$ cat config.mk
export PLATFORM = sky130hd
export DESIGN_NAME = ohlc_bar_aggregator
export DESIGN_NICKNAME = d
export VERILOG_FILES = /design/src/hdl/oba_pkg.sv /design/src/hdl/oba_datapath.sv /design/src/hdl/oba_ctrl.sv /design/src/hdl/ohlc_bar_aggregator.sv
export SDC_FILE = /design/constraint.sdc
export NUM_CORES = 1
export LEC_CHECK = 0
export BUFFER_PORTS_ARGS = -buffer_cell sky130_fd_sc_hd__buf_4
export CAP_MARGIN = 0
export CORE_AREA = 3 3 361 363
export CTS_CLUSTER_SIZE = 8
export DETAILED_ROUTE_END_ITERATION = 7
export DIE_AREA = 0 0 364 366
export MAX_ROUTING_LAYER = met4
export PLACE_DENSITY_LB_ADDON = 0.25
export SYNTH_ARGS = -nofsm -noshare
export SYNTH_HDL_FRONTEND = slang
export SYNTH_SLANG_ARGS = --single-unit
$ cat constraint.sdc
create_clock -name clk -period 16.4 [get_ports clk]
set_input_delay 3.28 -clock clk [delete_from_list [all_inputs] [get_ports clk]]
set_output_delay 3.28 -clock clk [all_outputs]
set_load 0.01 [all_outputs]
$ cat src/hdl/oba_pkg.sv
// Shared types and constants of the OHLC bar aggregator.
`default_nettype none

package oba_pkg;

    localparam int TS_W       = 32;
    localparam int PRICE_W    = 32;
    localparam int VOL_IN_W   = 32;
    localparam int VOL_W      = 42;
    localparam int CNT_W      = 11;
    localparam int SKIP_W     = 16;
    localparam int PERIOD_W   = 6;
    localparam int MIN_W      = 6;
    localparam int Q60_W      = 27;
    localparam int MUL_W      = 64;
    localparam int DIV_SHIFT  = 37;
    localparam int IN_DATA_W  = 192;
    localparam int OUT_DATA_W = 216;
    localparam int CFG_IDX_W  = 2;
    localparam int CFG_DATA_W = 16;

    // floor(x / 60) == (x * DIV60_MAGIC) >> DIV_SHIFT for any 32-bit x
    localparam logic [31:0]      DIV60_MAGIC = 32'h8888_8889;
    localparam logic [CNT_W-1:0] MAX_RATIO   = 11'd1024;

    localparam logic [CFG_IDX_W-1:0] REG_RATIO  = 2'd0;
    localparam logic [CFG_IDX_W-1:0] REG_SKIP   = 2'd1;
    localparam logic [CFG_IDX_W-1:0] REG_PERIOD = 2'd2;

    typedef struct packed {
        logic [TS_W-1:0]     ts;
        logic [PRICE_W-1:0]  open;
        logic [PRICE_W-1:0]  high;
        logic [PRICE_W-1:0]  low;
        logic [PRICE_W-1:0]  close;
        logic [VOL_IN_W-1:0] volume;
    } bar_t;

    typedef struct packed {
        logic [TS_W-1:0]    ts;
        logic [PRICE_W-1:0] open;
        logic [PRICE_W-1:0] high;
        logic [PRICE_W-1:0] low;
        logic [PRICE_W-1:0] close;
        logic [VOL_W-1:0]   volume;
        logic [CNT_W-1:0]   count;
        logic               last;
    } out_bar_t;

    typedef struct packed {
        logic capture;
        logic mul_ts;
        logic mul_q60;
        logic minute_load;
        logic mod_step;
        logic accumulate;
        logic load_out;
        logic out_last;
        logic clear_group;
    } oba_cmd_t;

    typedef struct packed {
        logic rem_zero;
        logic group_full;
        logic out_free;
    } oba_stat_t;

endpackage

`default_nettype wire

$ cat src/hdl/oba_datapath.sv
// Datapath: input capture, minute-of-hour arithmetic, group accumulators, output register.
`default_nettype none

module oba_datapath
    import oba_pkg::*;
(
    input  wire logic                clk,
    input  wire logic                rst_n,
    input  wire bar_t                bar_in,
    input  wire oba_cmd_t            cmd,
    input  wire logic [CNT_W-1:0]    group_ratio,
    input  wire logic [PERIOD_W-1:0] align_period,
    input  wire logic                out_ready,
    output oba_stat_t                stat,
    output out_bar_t                 out_bar,
    output logic                     out_valid
);

    bar_t                in_reg;
    logic [MUL_W-1:0]    prod_reg;
    logic [Q60_W-1:0]    q60_reg;
    logic [MIN_W-1:0]    minute_reg;
    logic [MIN_W-1:0]    rem_reg;
    logic [CNT_W-1:0]    fill_reg;
    logic [TS_W-1:0]     first_time_reg;
    logic [PRICE_W-1:0]  first_open_reg;
    logic [PRICE_W-1:0]  high_reg;
    logic [PRICE_W-1:0]  low_reg;
    logic [PRICE_W-1:0]  close_reg;
    logic [VOL_W-1:0]    volume_reg;
    out_bar_t            out_reg;
    logic                out_valid_reg;

    logic [31:0]         mul_a;
    logic [MUL_W-1:0]    prod_next;
    logic [MIN_W-1:0]    minute_next;
    logic [MIN_W:0]      trial;
    logic [MIN_W:0]      trial_sub;
    logic [MIN_W-1:0]    rem_next;
    logic [CNT_W-1:0]    eff_ratio;
    logic [CNT_W-1:0]    fill_inc;

    // one shared multiplier: first ts / 60, then (ts / 60) / 60
    assign mul_a     = cmd.mul_q60 ? {5'd0, prod_reg[MUL_W-1:DIV_SHIFT]} : in_reg.ts;
    assign prod_next = MUL_W'(mul_a) * MUL_W'(DIV60_MAGIC);

    // minute = q60 - 60*q2 = q60 + 4*q2 (mod 64), and the true value is below 60
    assign minute_next = q60_reg[MIN_W-1:0] + {prod_reg[DIV_SHIFT+3:DIV_SHIFT], 2'b00};

    // restoring remainder, one bit of the minute per step
    assign trial     = {rem_reg, minute_reg[MIN_W-1]};
    assign trial_sub = trial - {1'b0, align_period};
    assign rem_next  = (trial >= {1'b0, align_period}) ? trial_sub[MIN_W-1:0]
                                                       : trial[MIN_W-1:0];

    always_comb
    begin
        if (group_ratio == '0)
            eff_ratio = CNT_W'(1);
        else if (group_ratio > MAX_RATIO)
            eff_ratio = MAX_RATIO;
        else
            eff_ratio = group_ratio;
    end

    assign fill_inc = fill_reg + CNT_W'(1);

    assign stat.rem_zero   = (rem_reg == '0);
    assign stat.group_full = (fill_inc >= eff_ratio);
    assign stat.out_free   = !out_valid_reg || out_ready;

    always_ff @(posedge clk)
    begin
        if (cmd.capture)
            in_reg <= bar_in;
        if (cmd.mul_ts || cmd.mul_q60)
            prod_reg <= prod_next;
        if (cmd.mul_q60)
            q60_reg <= prod_reg[MUL_W-1:DIV_SHIFT];
        if (cmd.minute_load)
        begin
            minute_reg <= minute_next;
            rem_reg    <= '0;
        end
        else if (cmd.mod_step)
        begin
            minute_reg <= {minute_reg[MIN_W-2:0], 1'b0};
            rem_reg    <= rem_next;
        end
        if (cmd.accumulate)
        begin
            close_reg <= in_reg.close;
            if (fill_reg == '0)
            begin
                first_time_reg <= in_reg.ts;
                first_open_reg <= in_reg.open;
                high_reg       <= in_reg.high;
                low_reg        <= in_reg.low;
                volume_reg     <= VOL_W'(in_reg.volume);
            end
            else
            begin
                if (in_reg.high > high_reg)
                    high_reg <= in_reg.high;
                if (in_reg.low < low_reg)
                    low_reg <= in_reg.low;
                volume_reg <= volume_reg + VOL_W'(in_reg.volume);
            end
        end
        if (cmd.load_out)
        begin
            out_reg.ts     <= first_time_reg;
            out_reg.open   <= first_open_reg;
            out_reg.high   <= high_reg;
            out_reg.low    <= low_reg;
            out_reg.close  <= close_reg;
            out_reg.volume <= volume_reg;
            out_reg.count  <= fill_reg;
            out_reg.last   <= cmd.out_last;
        end
    end

    always_ff @(posedge clk or negedge rst_n)
    begin
        if (!rst_n)
        begin
            fill_reg      <= '0;
            out_valid_reg <= 1'b0;
        end
        else
        begin
            if (cmd.load_out || cmd.clear_group)
                fill_reg <= '0;
            else if (cmd.accumulate)
                fill_reg <= fill_inc;

            if (cmd.load_out)
                out_valid_reg <= 1'b1;
            else if (out_ready)
                out_valid_reg <= 1'b0;
        end
    end

    assign out_bar   = out_reg;
    assign out_valid = out_valid_reg;

endmodule

`default_nettype wire

$ cat src/hdl/oba_ctrl.sv
// Controller: series phase, skip counter and per-item sequencing.
`default_nettype none

module oba_ctrl
    import oba_pkg::*;
(
    input  wire logic                clk,
    input  wire logic                rst_n,
    input  wire logic                in_valid,
    input  wire logic                in_last,
    output logic                     in_ready,
    input  wire logic [SKIP_W-1:0]   skip_count,
    input  wire logic                skip_wr,
    input  wire logic [SKIP_W-1:0]   skip_wdata,
    input  wire logic [PERIOD_W-1:0] align_period,
    input  wire oba_stat_t           stat,
    output oba_cmd_t                 cmd
);

    typedef enum logic [7:0] {
        S_IDLE   = 8'b0000_0001,
        S_MUL1   = 8'b0000_0010,
        S_MUL2   = 8'b0000_0100,
        S_MINUTE = 8'b0000_1000,
        S_MOD    = 8'b0001_0000,
        S_MATCH  = 8'b0010_0000,
        S_ACCUM  = 8'b0100_0000,
        S_EMIT   = 8'b1000_0000
    } state_t;

    typedef enum logic [2:0] {
        PH_SKIP  = 3'b001,
        PH_ALIGN = 3'b010,
        PH_GROUP = 3'b100
    } phase_t;

    localparam int STEP_W = $clog2(MIN_W);

    state_t              state_reg, state_next;
    phase_t              phase_reg, phase_next;
    logic [SKIP_W-1:0]   skip_left_reg, skip_left_next;
    logic                last_reg, last_next;
    logic [STEP_W-1:0]   step_reg, step_next;
    logic                accept;

    assign in_ready = (state_reg == S_IDLE);
    assign accept   = in_valid && in_ready;

    always_comb
    begin
        state_next     = state_reg;
        phase_next     = phase_reg;
        skip_left_next = skip_left_reg;
        last_next      = last_reg;
        step_next      = step_reg;
        cmd            = '0;

        unique case (state_reg)
            S_IDLE:
            begin
                if (accept)
                begin
                    cmd.capture = 1'b1;
                    last_next   = in_last;
                    if (phase_reg == PH_SKIP && skip_left_reg != '0)
                    begin
                        skip_left_next = skip_left_reg - SKIP_W'(1);
                        if (in_last)
                        begin
                            skip_left_next  = skip_count;
                            cmd.clear_group = 1'b1;
                        end
                    end
                    else if (phase_reg == PH_GROUP || align_period == '0)
                    begin
                        phase_next = PH_GROUP;
                        state_next = S_ACCUM;
                    end
                    else
                    begin
                        phase_next = PH_ALIGN;
                        state_next = S_MUL1;
                    end
                end
                else if (skip_wr && phase_reg == PH_SKIP)
                    skip_left_next = skip_wdata;
            end
            S_MUL1:
            begin
                cmd.mul_ts = 1'b1;
                state_next = S_MUL2;
            end
            S_MUL2:
            begin
                cmd.mul_q60 = 1'b1;
                state_next  = S_MINUTE;
            end
            S_MINUTE:
            begin
                cmd.minute_load = 1'b1;
                step_next       = '0;
                state_next      = S_MOD;
            end
            S_MOD:
            begin
                cmd.mod_step = 1'b1;
                step_next    = step_reg + STEP_W'(1);
                if (step_reg == STEP_W'(MIN_W - 1))
                    state_next = S_MATCH;
            end
            S_MATCH:
            begin
                if (stat.rem_zero)
                begin
                    phase_next = PH_GROUP;
                    state_next = S_ACCUM;
                end
                else
                begin
                    // not aligned: item dropped, series may still end here
                    if (last_reg)
                    begin
                        phase_next      = PH_SKIP;
                        skip_left_next  = skip_count;
                        cmd.clear_group = 1'b1;
                    end
                    state_next = S_IDLE;
                end
            end
            S_ACCUM:
            begin
                cmd.accumulate = 1'b1;
                if (stat.group_full || last_reg)
                    state_next = S_EMIT;
                else
                    state_next = S_IDLE;
            end
            S_EMIT:
            begin
                if (stat.out_free)
                begin
                    cmd.load_out = 1'b1;
                    cmd.out_last = last_reg;
                    if (last_reg)
                    begin
                        phase_next     = PH_SKIP;
                        skip_left_next = skip_count;
                    end
                    state_next = S_IDLE;
                end
            end
            default:
            begin
                state_next = S_IDLE;
            end
        endcase
    end

    always_ff @(posedge clk or negedge rst_n)
    begin
        if (!rst_n)
        begin
            state_reg     <= S_IDLE;
            phase_reg     <= PH_SKIP;
            skip_left_reg <= '0;
            last_reg      <= 1'b0;
            step_reg      <= '0;
        end
        else
        begin
            state_reg     <= state_next;
            phase_reg     <= phase_next;
            skip_left_reg <= skip_left_next;
            last_reg      <= last_next;
            step_reg      <= step_next;
        end
    end

endmodule

`default_nettype wire

$ cat src/hdl/ohlc_bar_aggregator.sv
// Top level of the OHLC bar aggregator: configuration registers, controller and datapath.
//
//  Channel  Signals                            Item
//  s_*      s_tvalid s_tready s_tdata s_tlast  input bar, tlast = end of series
//  m_*      m_tvalid m_tready m_tdata m_tlast  merged bar, tlast = last of series
//  cfg_*    cfg_valid cfg_ready cfg_index      register write (0 ratio, 1 skip,
//           cfg_data                           2 align period), always ready
//
// A skipped bar passes S_IDLE only; a grouped bar S_IDLE and S_ACCUM, plus S_EMIT when it
// closes a group. A bar in the alignment search first takes two passes through the shared
// 32x32 multiplier for the minute, then a 6-step remainder by the period.
// Reset leaves ratio 1, skip 0, period 0 and an empty group; no clearing pass.
// A full output register stalls the controller only when a group has to be emitted.
`default_nettype none

module ohlc_bar_aggregator
    import oba_pkg::*;
(
    input  wire logic                  clk,
    input  wire logic                  rst_n,
    input  wire logic                  s_tvalid,
    output logic                       s_tready,
    // [31:0] in_timestamp, [63:32] in_open, [95:64] in_high, [127:96] in_low,
    // [159:128] in_close, [191:160] in_volume
    input  wire logic [IN_DATA_W-1:0]  s_tdata,
    input  wire logic                  s_tlast,
    output logic                       m_tvalid,
    input  wire logic                  m_tready,
    // [31:0] out_timestamp, [63:32] out_open, [95:64] out_high, [127:96] out_low,
    // [159:128] out_close, [201:160] out_volume, [212:202] merged_count, [215:213] zero
    output logic [OUT_DATA_W-1:0]      m_tdata,
    output logic                       m_tlast,
    input  wire logic                  cfg_valid,
    output logic                       cfg_ready,
    input  wire logic [CFG_IDX_W-1:0]  cfg_index,
    input  wire logic [CFG_DATA_W-1:0] cfg_data
);

    logic [CNT_W-1:0]    ratio_reg;
    logic [SKIP_W-1:0]   skip_reg;
    logic [PERIOD_W-1:0] period_reg;
    logic                cfg_wr;
    logic                skip_wr;
    bar_t                bar_in;
    out_bar_t            out_bar;
    oba_cmd_t            cmd;
    oba_stat_t           stat;

    assign cfg_ready = 1'b1;
    assign cfg_wr    = cfg_valid && cfg_ready;
    assign skip_wr   = cfg_wr && (cfg_index == REG_SKIP);

    always_ff @(posedge clk or negedge rst_n)
    begin
        if (!rst_n)
        begin
            ratio_reg  <= CNT_W'(1);
            skip_reg   <= '0;
            period_reg <= '0;
        end
        else if (cfg_wr)
        begin
            unique case (cfg_index)
                REG_RATIO:  ratio_reg  <= cfg_data[CNT_W-1:0];
                REG_SKIP:   skip_reg   <= cfg_data[SKIP_W-1:0];
                REG_PERIOD: period_reg <= cfg_data[PERIOD_W-1:0];
                default:    ;
            endcase
        end
    end

    assign bar_in.ts     = s_tdata[31:0];
    assign bar_in.open   = s_tdata[63:32];
    assign bar_in.high   = s_tdata[95:64];
    assign bar_in.low    = s_tdata[127:96];
    assign bar_in.close  = s_tdata[159:128];
    assign bar_in.volume = s_tdata[191:160];

    oba_ctrl u_ctrl
    (
        .clk          (clk),
        .rst_n        (rst_n),
        .in_valid     (s_tvalid),
        .in_last      (s_tlast),
        .in_ready     (s_tready),
        .skip_count   (skip_reg),
        .skip_wr      (skip_wr),
        .skip_wdata   (cfg_data[SKIP_W-1:0]),
        .align_period (period_reg),
        .stat         (stat),
        .cmd          (cmd)
    );

    oba_datapath u_datapath
    (
        .clk          (clk),
        .rst_n        (rst_n),
        .bar_in       (bar_in),
        .cmd          (cmd),
        .group_ratio  (ratio_reg),
        .align_period (period_reg),
        .out_ready    (m_tready),
        .stat         (stat),
        .out_bar      (out_bar),
        .out_valid    (m_tvalid)
    );

    assign m_tdata = {3'b000, out_bar.count, out_bar.volume, out_bar.close,
                      out_bar.low, out_bar.high, out_bar.open, out_bar.ts};
    assign m_tlast = out_bar.last;

    // a merged bar always holds between one bar and the largest ratio
    assert property (@(posedge clk) disable iff (!rst_n)
        m_tvalid |-> (m_tdata[212:202] != '0) && (m_tdata[212:202] <= MAX_RATIO))
    else $error("merged count out of range");

    // results are produced only while an item is being worked on
    assert property (@(posedge clk) disable iff (!rst_n)
        $rose(m_tvalid) |-> $past(!s_tready))
    else $error("result appeared with the input side idle");

    // configuration port never back-pressures
    assert property (@(posedge clk) disable iff (!rst_n)
        cfg_valid |-> cfg_ready)
    else $error("configuration write refused");

endmodule

`default_nettype wire
# Word level (Yosys, flattened, before mapping)
# Cells that the tools add are included.
# Widths: inputs -> output; s select.
[totals]
regBits = 766
in_bits = 216
output_inout_bits = 220
word_cells = 155
[classes]
add_sub_neg = 6
multipliers = 1
magnitude_cmp = 5
eq_ne = 20
muxes = 54
reduce_logical = 34
[ops]
columns = ["op", "n"]
rows = [
  ["$mux 32", 6],
  ["$mux 16", 7],
  ["$mul 32x32->64 const B", 1],
  ["$pmux 8 s8", 1],
  ["$pmux 16 s3", 1],
  ["$mux 11", 4],
  ["$add 42x32->42", 1],
  ["$mux 8", 5],
  ["$gt 32x32->1", 1],
  ["$lt 32x32->1", 1],
  ["$logic_not 11->1", 2],
  ["$mux 3", 6],
  ["$mux 6", 3],
  ["$reduce_and 2->1", 8],
  ["$reduce_bool 16->1", 1],
  ["$sub 16x1->16 const B", 1],
  ["$mux 1", 14],
  ["$mux 7", 2],
  ["$logic_not 6->1", 2],
  ["$reduce_bool 2->1", 6],
  ["$add 11x1->11 const B", 1],
  ["$ge 11x11->1", 1],
  ["$gt 11x11->1 const B", 1],
  ["$pmux 3 s3", 1],
  ["29 further kinds", 43],
]

# Depth between registers and ports, before layout
# Gate-level depths: netlist of the first run.
[logic_depth]
ltp_word = 7
depth_mapped = 32
mapped_depth_nobuf = 30

# Hierarchy
# Synthesis of the first run repeated with hierarchy kept, for this count alone.
[unflattened]
cells_unflattened = 2874
area_unflattened_um2 = 38809.7
[modules_own_cells]
columns = ["mod", "instances", "cells_each", "area_per_inst_um2", "seq_area_each_um2"]
rows = [
  ["oba_datapath", 1, 2530, 35236.3, 19849.0],
  ["oba_ctrl", 1, 266, 2240.9, 778.2],
  ["ohlc_bar_aggregator", 1, 78, 1332.5, 827.0],
]

# Least setup slack after synthesis of the first run
# OpenSTA, ideal clock, no wires.
[synth_timing]
path_kind = "input -> register"
start = "in m_tready"
end = "reg u_datapath.out_reg, in the netlist u_datapath.out_bar[0], data pin"
setup_time_ps = 200
arrival_ps = 12953
setup_slack_ps = 3247
stages = 3
cell_sequence = "nor2b_1 > nor2_1 > and2_1"
[synth_between]
elab_chain_len = 2
[synth_lines]
columns = ["item", "line_no", "text"]
rows = [
  ["from (decl)", "ohlc_bar_aggregator.sv:28", "input wire logic m_tready,"],
  ["$logic_or 1x1->1", "oba_datapath.sv:70", "assign stat.out_free = !out_valid_reg || out_ready;"],
  ["$reduce_and 2->1 (no source line)", "n/a", ""],
  ["to (decl)", "oba_datapath.sv:31", "out_bar_t out_reg;"],
]
# No other way between the ends.
# A chain may end at the register's enable or synchronous reset.

# Worst setup path in the final report of the first run
[layout_timing]
start = "reg u_ctrl.state_reg[3]"
end = "reg u_datapath.prod_reg[56], data pin"
[layout_between]
elab_chain_len = 4
[layout_lines]
columns = ["item", "line_no", "text"]
rows = [
  ["from (decl)", "oba_ctrl.sv:39", "state_t state_reg, state_next;"],
  ["from (signal assigned)", "oba_ctrl.sv:171", "state_reg <= state_next;"],
  ["$eq 8x3->1", "oba_ctrl.sv:58", "unique case (state_reg)"],
  ["$mux 1", "oba_ctrl.sv:58", ""],
  ["$mux 32", "oba_datapath.sv:44", "assign mul_a = cmd.mul_q60 ? {5'd0, prod_reg[MUL_W-1:DIV_SHIFT]} : in_reg.ts;"],
  ["$mul 32x32->64", "oba_datapath.sv:45", "assign prod_next = MUL_W'(mul_a) * MUL_W'(DIV60_MAGIC);"],
  ["named net u_datapath.prod_next[56]", "oba_datapath.sv:35", "logic [MUL_W-1:0] prod_next;"],
  ["to (signal assigned)", "oba_datapath.sv:77", "prod_reg <= prod_next;"],
  ["to (decl)", "oba_datapath.sv:20", "logic [MUL_W-1:0] prod_reg;"],
]
# The timed path passes the listed nets, and every way through them passes these cells.

==> metrics.md, run 1 <==
| Metric | Value |
|---|---|
| DR vias/cell | 4.61 |
| CTS tree | yes |
| Chip height | 366 um |
| Largest area contributor in the netlist | edfxtp_1 |
| CP most frequent cell | fa_1 |
| Max reg flops | 214 |
| Hold Buf Count CTS | 0 |
| Clock slew at reported path FFs | 0.05 ns |
| Top cell type's share of synthesized area | 0.509 |
| Syn avg cell area | 13.5 um^2 |
| Period minus WS final | 8.93 ns |
| Initial antenna violation count | 5 |
| Clk Latency, worst-skew pair | 0.73 ns |
| Crit share post-route | 0.545 |
| CP arrival | 9.36 ns |
| Final Max Tran Viols | 0 |
| Slew HR | 0.219 |
| Synth cell types | 70 |
| Req. time, crit path | 16.83 ns |
| Most frequent cells in the layout | edfxtp_1, buf_4, ha_1 |
| Setup Skew | 0.0837 ns |
| FF-to-FF End | u_datapath.prod_reg[56] |
| Setup Buffers After CTS | 0 |
| Starting density of the core | 0.300 |
| Post-CTS sizing | 0 |
| # DRC | 0 |
| Post-detailed-route count of antenna-violating nets | 0 |
| Worst hold path depth | 0 |
| Grt ovf | 0 |
| Core Footprint | 127000 um^2 |
| Synth area leaders | edfxtp_1, ha_1, fa_1 |
| Routability-driven placement congestion ratio | 0.888 |
| Largest net degree at the start of global routing | 100 |
| Hold Crit Class | flip-flop to flip-flop |
| Worst slew pin tran | 1.16 ns |
| CTS H-tree depth | 3 |
| Unrepaired setup endpoints after global routing | false |
| Number of cell rows | 131 |
| Die area | 133000 um^2 |
| FF-to-FF setup slack | 7.47 ns |
| Worst path bufs/invs | 4 |
| Synth-to-layout area growth | 21.8% |
| Worst R2R Start | u_ctrl.state_reg[3] |
| Cell area after synthesis | 38200 um^2 |
| Max incr delay on CP | 0.66 ns |
| DR pass1 iterations | 5 |
| Total CTS buffers | 102 |
| CP startpoint | u_ctrl.state_reg[3] |
| Vias | 23300 |
| EDFF count, synth | 647 |
| YS warnings | 0 |
| HPWL after DPL | 81.5 mm |
| Mapped Cells | 2839 |
| Commonest non-fill, non-tap cell in the layout | edfxtp_1 |
| CP Class | flip-flop to flip-flop |
| Primary FF master, synth | edfxtp_1 |
| Num ports | 436 |
| DR iter-0 viols | 1497 |
| Clock buffer depth | 3 |
| Cell family with most CP delay | adder cells |
| Routed len/inst | 20.8 um |
| Endpoints failing hold | 0 |
| Setup TNS | 0 ns |
| Clock root buffer | clkbuf_16 |
| Final nets | 4151 |
| Worst Hold Launch | u_datapath.first_open_reg[17] |
| Layout cells sized above 1 | 0.187 |
| Fmax | 112 MHz |
| Number of buffers added on ports | 431 |
| CTS Sinks | 729 |
| Final wirelength | 105 mm |
| Gr usage total | 0.161 |
| First-pass GRT wire length | 156 mm |
| Asr flop ratio synth | 0.104 |
| Synth Register Bits | 729 |
| Critical-path top delay cell | inv_2 |
| Cell depth of the worst setup path | 27 |
| Maxcap violations | 0 |
| Final Util | 0.365 |
| Seq/Total Area, Yosys | 0.562 |
| Crit path to | u_datapath.prod_reg[56] |
| Startpoint Class | flip-flop |
| Critical Path Fanout Max | 33 |
| Vias in the first global route | 24100 |
| Final setup vio count | 0 |
| Status | complete, no violations |
| R2R depth | 27 |
| Horizontal die dimension | 364 um |
| Critical Path End Type | flip-flop |
layer usage:
layer / track usage / routed length [um] / vias up
li1: - / - / 11100
met1: 0.212 / 47500 / 11500
met2: 0.249 / 48100 / 611
met3: 0.0397 / 7390 / 124
met4: 0.0405 / 2060 / 0
met5: - / 0 / -
layout make-up:
| cell class | count | area, um^2 |
|---|---|---|
| Timing Repair Buffer | 451 | 3390 |
| Multi-Input combinational cell | 1676 | 15100 |
| Fill cell | 12300 | 80900 |
| Antenna cell | 3 | 7.51 |
| Sequential cell | 729 | 21500 |
| Tap cell | 1662 | 2080 |
| Clock inverter | 9 | 244 |
| Inverter | 397 | 1500 |
| Clock buffer | 129 | 2680 |
cell usage after synthesis (34+ instances only):
| library cell | number |
|---|---|
| nand2_1 | 157 |
| a21oi_1 | 144 |
| nor2_1 | 135 |
| ha_1 | 418 |
| nand4_1 | 34 |
| xnor2_1 | 54 |
| xor2_1 | 52 |
| o21ai_0 | 104 |
| dfrtp_1 | 73 |
| fa_1 | 160 |
| edfxtp_1 | 647 |
| inv_1 | 396 |
| a21o_1 | 84 |
| mux2_2 | 43 |
stage by stage:
stage          area [um^2]  hold slack (ns)  setup WS [ns]  cells
3_3_place_gp         43600            0.401           7.56   4915
3_5_place_dp         43600            0.405           7.47   4915
4_1_cts              46500            0.369           7.45   5053
2_1_floorplan        38200            0.400           3.25   2841
5_1_grt              46500            0.381           6.93   5056
6_report             46500            0.380           7.47   5056
worst min-delay path by stage:
stage | to
after floorplan | u_datapath.close_reg[0]
after global placement | u_datapath.out_bar[180]
after detailed placement | u_datapath.close_reg[24]
after CTS | u_datapath.out_bar[155]
after global routing | u_datapath.close_reg[24]
final | u_datapath.out_bar[167]
kinds of logic after synthesis:
family,after synthesis,synth area share
compound gates,452,0.0733
flops,729,0.562
buf+inv,436,0.0435
simple gates,482,0.0605
xor+xnor,106,0.0243
fa+ha+maj,578,0.221
mux,54,0.0156
other cells,2,0.000197
Power of run 1 is not shown: default switching activity piles up to over one toggle a cycle in this logic, so the estimate is an artifact.
==> run 2, diff against run 1 <==
==> constraint.sdc (replaced) <==
create_clock -name clk -period 9 [get_ports clk]
set_input_delay 1.8 -clock clk [delete_from_list [all_inputs] [get_ports clk]]
set_output_delay 1.8 -clock clk [all_outputs]
set_load 0.01 [all_outputs]
==> run 2 against run 1 <==
Net effect: highest routed layer unchanged; core utilization about the same; critical path depth grew 1; worst hold slack lost 0.026 ns; sequential cell count stayed put; critical path type unchanged; non-clock buffer count rose by 4; first-iteration DRC count up 9.4%; count of clock-buffer cells in the layout is 2 lower.
==> metrics.md, run 2 (synthesis results as in run 1) <==
| Metric | Value |
|---|---|
| Cell family with most CP delay | adder cells |
| Horizontal die dimension | 364 um (unchanged) |
| Post-CTS sizing | 0 (unchanged) |
| Fmax | 119 MHz (+6.4%) |
| Commonest non-fill, non-tap cell in the layout | edfxtp_1 |
| Number of cell rows | 131 (unchanged) |
| Number of buffers added on ports | 431 (unchanged) |
| Die area | 133000 um^2 (unchanged) |
| Clock buffer depth | 3 (unchanged) |
| CTS Sinks | 729 (unchanged) |
| DR iter-0 viols | 1638 (+9.4%) |
| CP Class | flip-flop to flip-flop |
| Slew HR | 0.321 (+0.102) |
| Grt ovf | 0 (unchanged) |
| Largest net degree at the start of global routing | 113 (+13%) |
| Most frequent cells in the layout | edfxtp_1, buf_4, ha_1 |
| Crit share post-route | 0.932 (+0.388) |
| Critical Path Fanout Max | 25 (-24%) |
| Max incr delay on CP | 0.57 ns (-0.09 ns) |
| DR pass1 iterations | 5 (unchanged) |
| Num ports | 436 (unchanged) |
| Status | complete, no violations |
| Req. time, crit path | 9.43 ns (-7.40 ns) |
| Starting density of the core | 0.300 (unchanged) |
| Layout cells sized above 1 | 0.188 (+0.00101) |
| Max reg flops | 214 (unchanged) |
| Fin worst setup slack | 0.609 ns (-6.86 ns) |
| Hold Buf Count CTS | 0 (unchanged) |
| Final wirelength | 103 mm (-2.4%) |
| Critical-path top delay cell | fa_1 |
| DR vias/cell | 4.61 (about the same) |
| CTS H-tree depth | 3 (unchanged) |
| Gr usage total | 0.157 (-0.00415) |
| Total CTS buffers | 102 (unchanged) |
| First-pass GRT wire length | 152 mm (-2.4%) |
| Clock slew at reported path FFs | 0.06 ns (about the same) |
| Clk Latency, worst-skew pair | 0.72 ns (about the same) |
| Clock root buffer | clkbuf_16 |
| Vias in the first global route | 24000 (-0.80%) |
| # DRC | 0 (unchanged) |
| Chip height | 366 um (unchanged) |
| CP arrival | 8.82 ns (-0.54 ns) |
| Setup Buffers After CTS | 0 (unchanged) |
| Worst path bufs/invs | 5 (+1) |
| Startpoint Class | flip-flop |
| Setup TNS | 0 ns (unchanged) |
| Period minus WS final | 8.39 ns (-0.539 ns) |
| Final setup vio count | 0 (unchanged) |
| Core Footprint | 127000 um^2 (unchanged) |
| Vias | 23300 (+0.11%) |
| Layout fillers | 12300 (-0.23%) |
| Maxcap violations | 0 (unchanged) |
| Unrepaired setup endpoints after global routing | false |
| Routed len/inst | 20.3 um (-2.5%) |
| Post-detailed-route count of antenna-violating nets | 0 (unchanged) |
| Endpoints failing hold | 0 (unchanged) |
| Setup Skew | 0.0654 ns (-0.0183 ns) |
| Initial antenna violation count | 7 (+2) |
| Critical Path End Type | flip-flop |
| HPWL after DPL | 78.9 mm (-3.3%) |
| Final nets | 4155 (+0.096%) |
| Worst slew pin tran | 1.02 ns (-0.141 ns) |
| Final Max Tran Viols | 0 (unchanged) |
| Synth-to-layout area growth | 21.8% (about the same) |
| FF-to-FF setup slack | 0.61 ns (-6.86 ns) |
| Dpl ws | 0.717 ns (-6.76 ns) |
| Routability-driven placement congestion ratio | 0.923 (+3.9%) |
| CTS tree | yes |
| CP most frequent cell | fa_1 |
| Hold Crit Class | flip-flop to flip-flop |
-- run 2: cell types whose count changed in the layout (fill, tap and decap cells not counted), sizes merged --
cell | previous run | this run
buf | 451 | 455
bufinv | 1 | 0
clkbuf | 129 | 127
clkinv | 8 | 10
diode | 3 | 7
-- run 2: path summary, 6_finish.rpt --
check	end	from	cells past startpoint
min in group asynchronous	skip_reg[14]	rst_n	1
min reg2reg	u_datapath.out_bar[154]	u_datapath.first_open_reg[4]	0
max	u_datapath.prod_reg[56]	u_ctrl.state_reg[3]	28
max in group asynchronous	skip_reg[4]	rst_n	1
max reg2reg	u_datapath.prod_reg[56]	u_ctrl.state_reg[3]	28
min	u_datapath.out_bar[154]	u_datapath.first_open_reg[4]	0
-- run 2: layout make-up --
| cell class | count | area (um^2) | area share |
|---|---|---|---|
| Multi-Input combinational cell | 1676 | 15100 | 0.325 |
| Clock buffer | 127 | 2670 | 0.0573 |
| Sequential cell | 729 | 21500 | 0.461 |
| Inverter | 397 | 1500 | 0.0322 |
| Antenna cell | 7 | 17.5 | 0.000377 |
| Tap cell | 1662 | 2080 | 0.0447 |
| Clock inverter | 10 | 210 | 0.00452 |
| Timing Repair Buffer | 455 | 3450 | 0.0742 |
-- run 2: metrics by stage --
step,std cells,cell area [um^2],hold WS (ns),util
2_1_floorplan,2841,38200,0.400,-
3_3_place_gp,4919,43600,0.400,0.343
3_5_place_dp,4919,43600,0.405,0.343
4_1_cts,5056,46500,0.350,0.365
5_1_grt,5061,46500,0.365,0.365
6_report,5063,46500,0.354,0.365
-- run 2: per-layer routing --
metal / GRT usage / up-vias / routed length, um
met5: - / - / 0
met4: 0.0385 / 0 / 2070
met3: 0.0441 / 129 / 7440
met2: 0.247 / 637 / 47900
met1: 0.200 / 11400 / 45200
li1: - / 11200 / -
Power of run 2 is left out for the same reason.
==> run 3, diff against run 2 <==
==> constraint.sdc (replaced) <==
create_clock -name clk -period 10.9 [get_ports clk]
set_input_delay 2.18 -clock clk [delete_from_list [all_inputs] [get_ports clk]]
set_output_delay 2.18 -clock clk [all_outputs]
set_load 0.01 [all_outputs]
==> run 3 against run 2 <==
Net effect: maximum frequency down 5.7%; wire length up 1.6%; via count down 0.63%; register-to-register slack better by 1.4 ns; clock skew down 0.010 ns; critical path depth up 1.
==> metrics.md, run 3 (synthesis results as in run 1) <==
| Metric | Value |
|---|---|
| DR vias/cell | 4.60 (-0.29%) |
| Total CTS buffers | 101 (-0.98%) |
| Post-CTS sizing | 0 (unchanged) |
| CTS H-tree depth | 3 (unchanged) |
| Vias | 23200 (-0.63%) |
| CP most frequent cell | inv_1 |
| Final Util | 0.364 (-0.00125) |
| Final Max Tran Viols | 0 (unchanged) |
| Met1 usage in global routing | 0.214 (+0.0138) |
| CTS tree | yes |
| Unrepaired setup endpoints after global routing | false |
| Final nets | 4149 (-0.14%) |
| Num ports | 436 (unchanged) |
| Hold Crit Class | flip-flop to flip-flop |
| Cell depth of the worst setup path | 29 (+3.6%) |
| Grt ovf | 0 (unchanged) |
| Max incr delay on CP | 0.66 ns (+0.09 ns) |
| HPWL after DPL | 80.6 mm (+2.2%) |
| Busiest grt layer | met2 |
| Slew HR | 0.267 (-0.0543) |
| Status | complete, no violations |
| Horizontal die dimension | 364 um (unchanged) |
| # DRC | 0 (unchanged) |
| FF-to-FF setup slack | 2.00 ns (+1.39 ns) |
| DR iter-0 viols | 1564 (-4.5%) |
| Worst Hold Launch | u_datapath.first_time_reg[17] |
| Critical-path top delay cell | inv_2 |
| Number of buffers added on ports | 431 (unchanged) |
| Worst R2R Start | u_ctrl.state_reg[3] |
| Chip height | 366 um (unchanged) |
| Synth-to-layout area growth | 21.4% |
| CP arrival | 9.32 ns (+0.50 ns) |
| Vias in the first global route | 23800 (-0.45%) |
| Largest net degree at the start of global routing | 87 (-23%) |
| Commonest non-fill, non-tap cell in the layout | edfxtp_1 |
| Worst slew pin tran | 1.10 ns (+0.0790 ns) |
| Endpoints failing hold | 0 (unchanged) |
| Met3 Use GR | 0.0368 (-0.00736) |
| Number of cell rows | 131 (unchanged) |
| Routability-driven placement congestion ratio | 0.929 (+0.63%) |
| Setup Buffers After CTS | 0 (unchanged) |
| Crit share post-route | 0.816 (-0.116) |
| Period minus WS final | 8.90 ns (+0.506 ns) |
| Routed len/inst | 20.7 um (+1.9%) |
| Worst path bufs/invs | 7 (+2) |
| Maxcap violations | 0 (unchanged) |
| Clock buffer depth | 3 (unchanged) |
| Gr usage total | 0.160 (+0.00266) |
| FF-to-FF End | u_datapath.prod_reg[56] |
| Startpoint Class | flip-flop |
| Post-detailed-route count of antenna-violating nets | 0 (unchanged) |
| Layout cells sized above 1 | 0.186 (-0.00183) |
| Hold Path End | u_datapath.out_bar[199] |
| First-pass GRT wire length | 154 mm (+1.4%) |
| Setup TNS | 0 ns (unchanged) |
| Clock root buffer | clkbuf_16 |
| Most frequent cells in the layout | edfxtp_1, buf_4, ha_1 |
| Final setup vio count | 0 (unchanged) |
| Die area | 133000 um^2 (unchanged) |
| CP Class | flip-flop to flip-flop |
| CP startpoint | u_ctrl.state_reg[3] |
| Critical Path Fanout Max | 33 (+32%) |
| Hold Buf Count CTS | 0 (unchanged) |
| Grt met2 use | 0.243 (-0.00366) |
| Initial antenna violation count | 11 (+4) |
| DR pass1 iterations | 5 (unchanged) |
| R2R depth | 29 (+3.6%) |
| Cell family with most CP delay | adder cells |
| Clk Latency, worst-skew pair | 0.71 ns (about the same) |
| Starting density of the core | 0.300 (unchanged) |
| Final wirelength | 104 mm (+1.6%) |
| Max reg flops | 214 (unchanged) |
| Fmax | 112 MHz (-5.7%) |
| Req. time, crit path | 11.32 ns (+1.89 ns) |
| Critical Path End Type | flip-flop |
| Core Footprint | 127000 um^2 (unchanged) |
| CTS Sinks | 729 (unchanged) |
| Setup Skew | 0.0549 ns (-0.0105 ns) |
| Layout fillers | 12300 (-0.081%) |
| Clock slew at reported path FFs | 0.06 ns (about the same) |
| Worst hold path depth | 0 (unchanged) |
## run 3: worst register-to-register path: cells and delay by family (launching register included)
family / cells / cell delay [ns]
mux: 1 / 0.58
compound gates: 9 / 1.81
simple gates: 3 / 0.69
fa+ha+maj: 8 / 3.56
xor+xnor: 1 / 0.07
flops: 1 / 0.47
buf+inv: 7 / 1.49
## run 3: per-stage QoR
step	hold WS (ns)	worst slack, ns	cells	cell area (um^2)
floorplan	0.400	2.27	2841	38200
global placement	0.401	2.16	4914	43600
detailed placement	0.405	2.07	4914	43600
CTS	0.396	1.99	5041	46400
global route	0.411	1.48	5046	46400
finish	0.399	2.00	5046	46400
## run 3: how the worst max path moves through the flow
stage                               endpoint  slack, ns
global placement     u_datapath.prod_reg[56]       2.16
finish               u_datapath.prod_reg[56]       2.00
floorplan           u_ctrl.skip_left_reg[11]       2.27
detailed placement   u_datapath.prod_reg[56]       2.07
global route         u_datapath.prod_reg[56]       1.48
CTS                  u_datapath.prod_reg[56]       1.99
## run 3: final cells by class
type | instances | area, um^2 | area share
well taps | 1662 | 2080 | 0.0449
diodes | 5 | 12.5 | 0.000270
multi-input cells | 1676 | 15100 | 0.327
inverters | 397 | 1500 | 0.0324
clock buffers | 118 | 2600 | 0.0561
repair buffers | 450 | 3380 | 0.0729
clock inverters | 9 | 196 | 0.00424
flip-flops and latches | 729 | 21500 | 0.463
## run 3: per-layer routing
layer  vias up  wire, um
li1      11100         -
met1     11300     47500
met2       647     47300
met3       140      7020
met4         0      2420
met5         -         0
Power of run 3 is left out for the same reason.
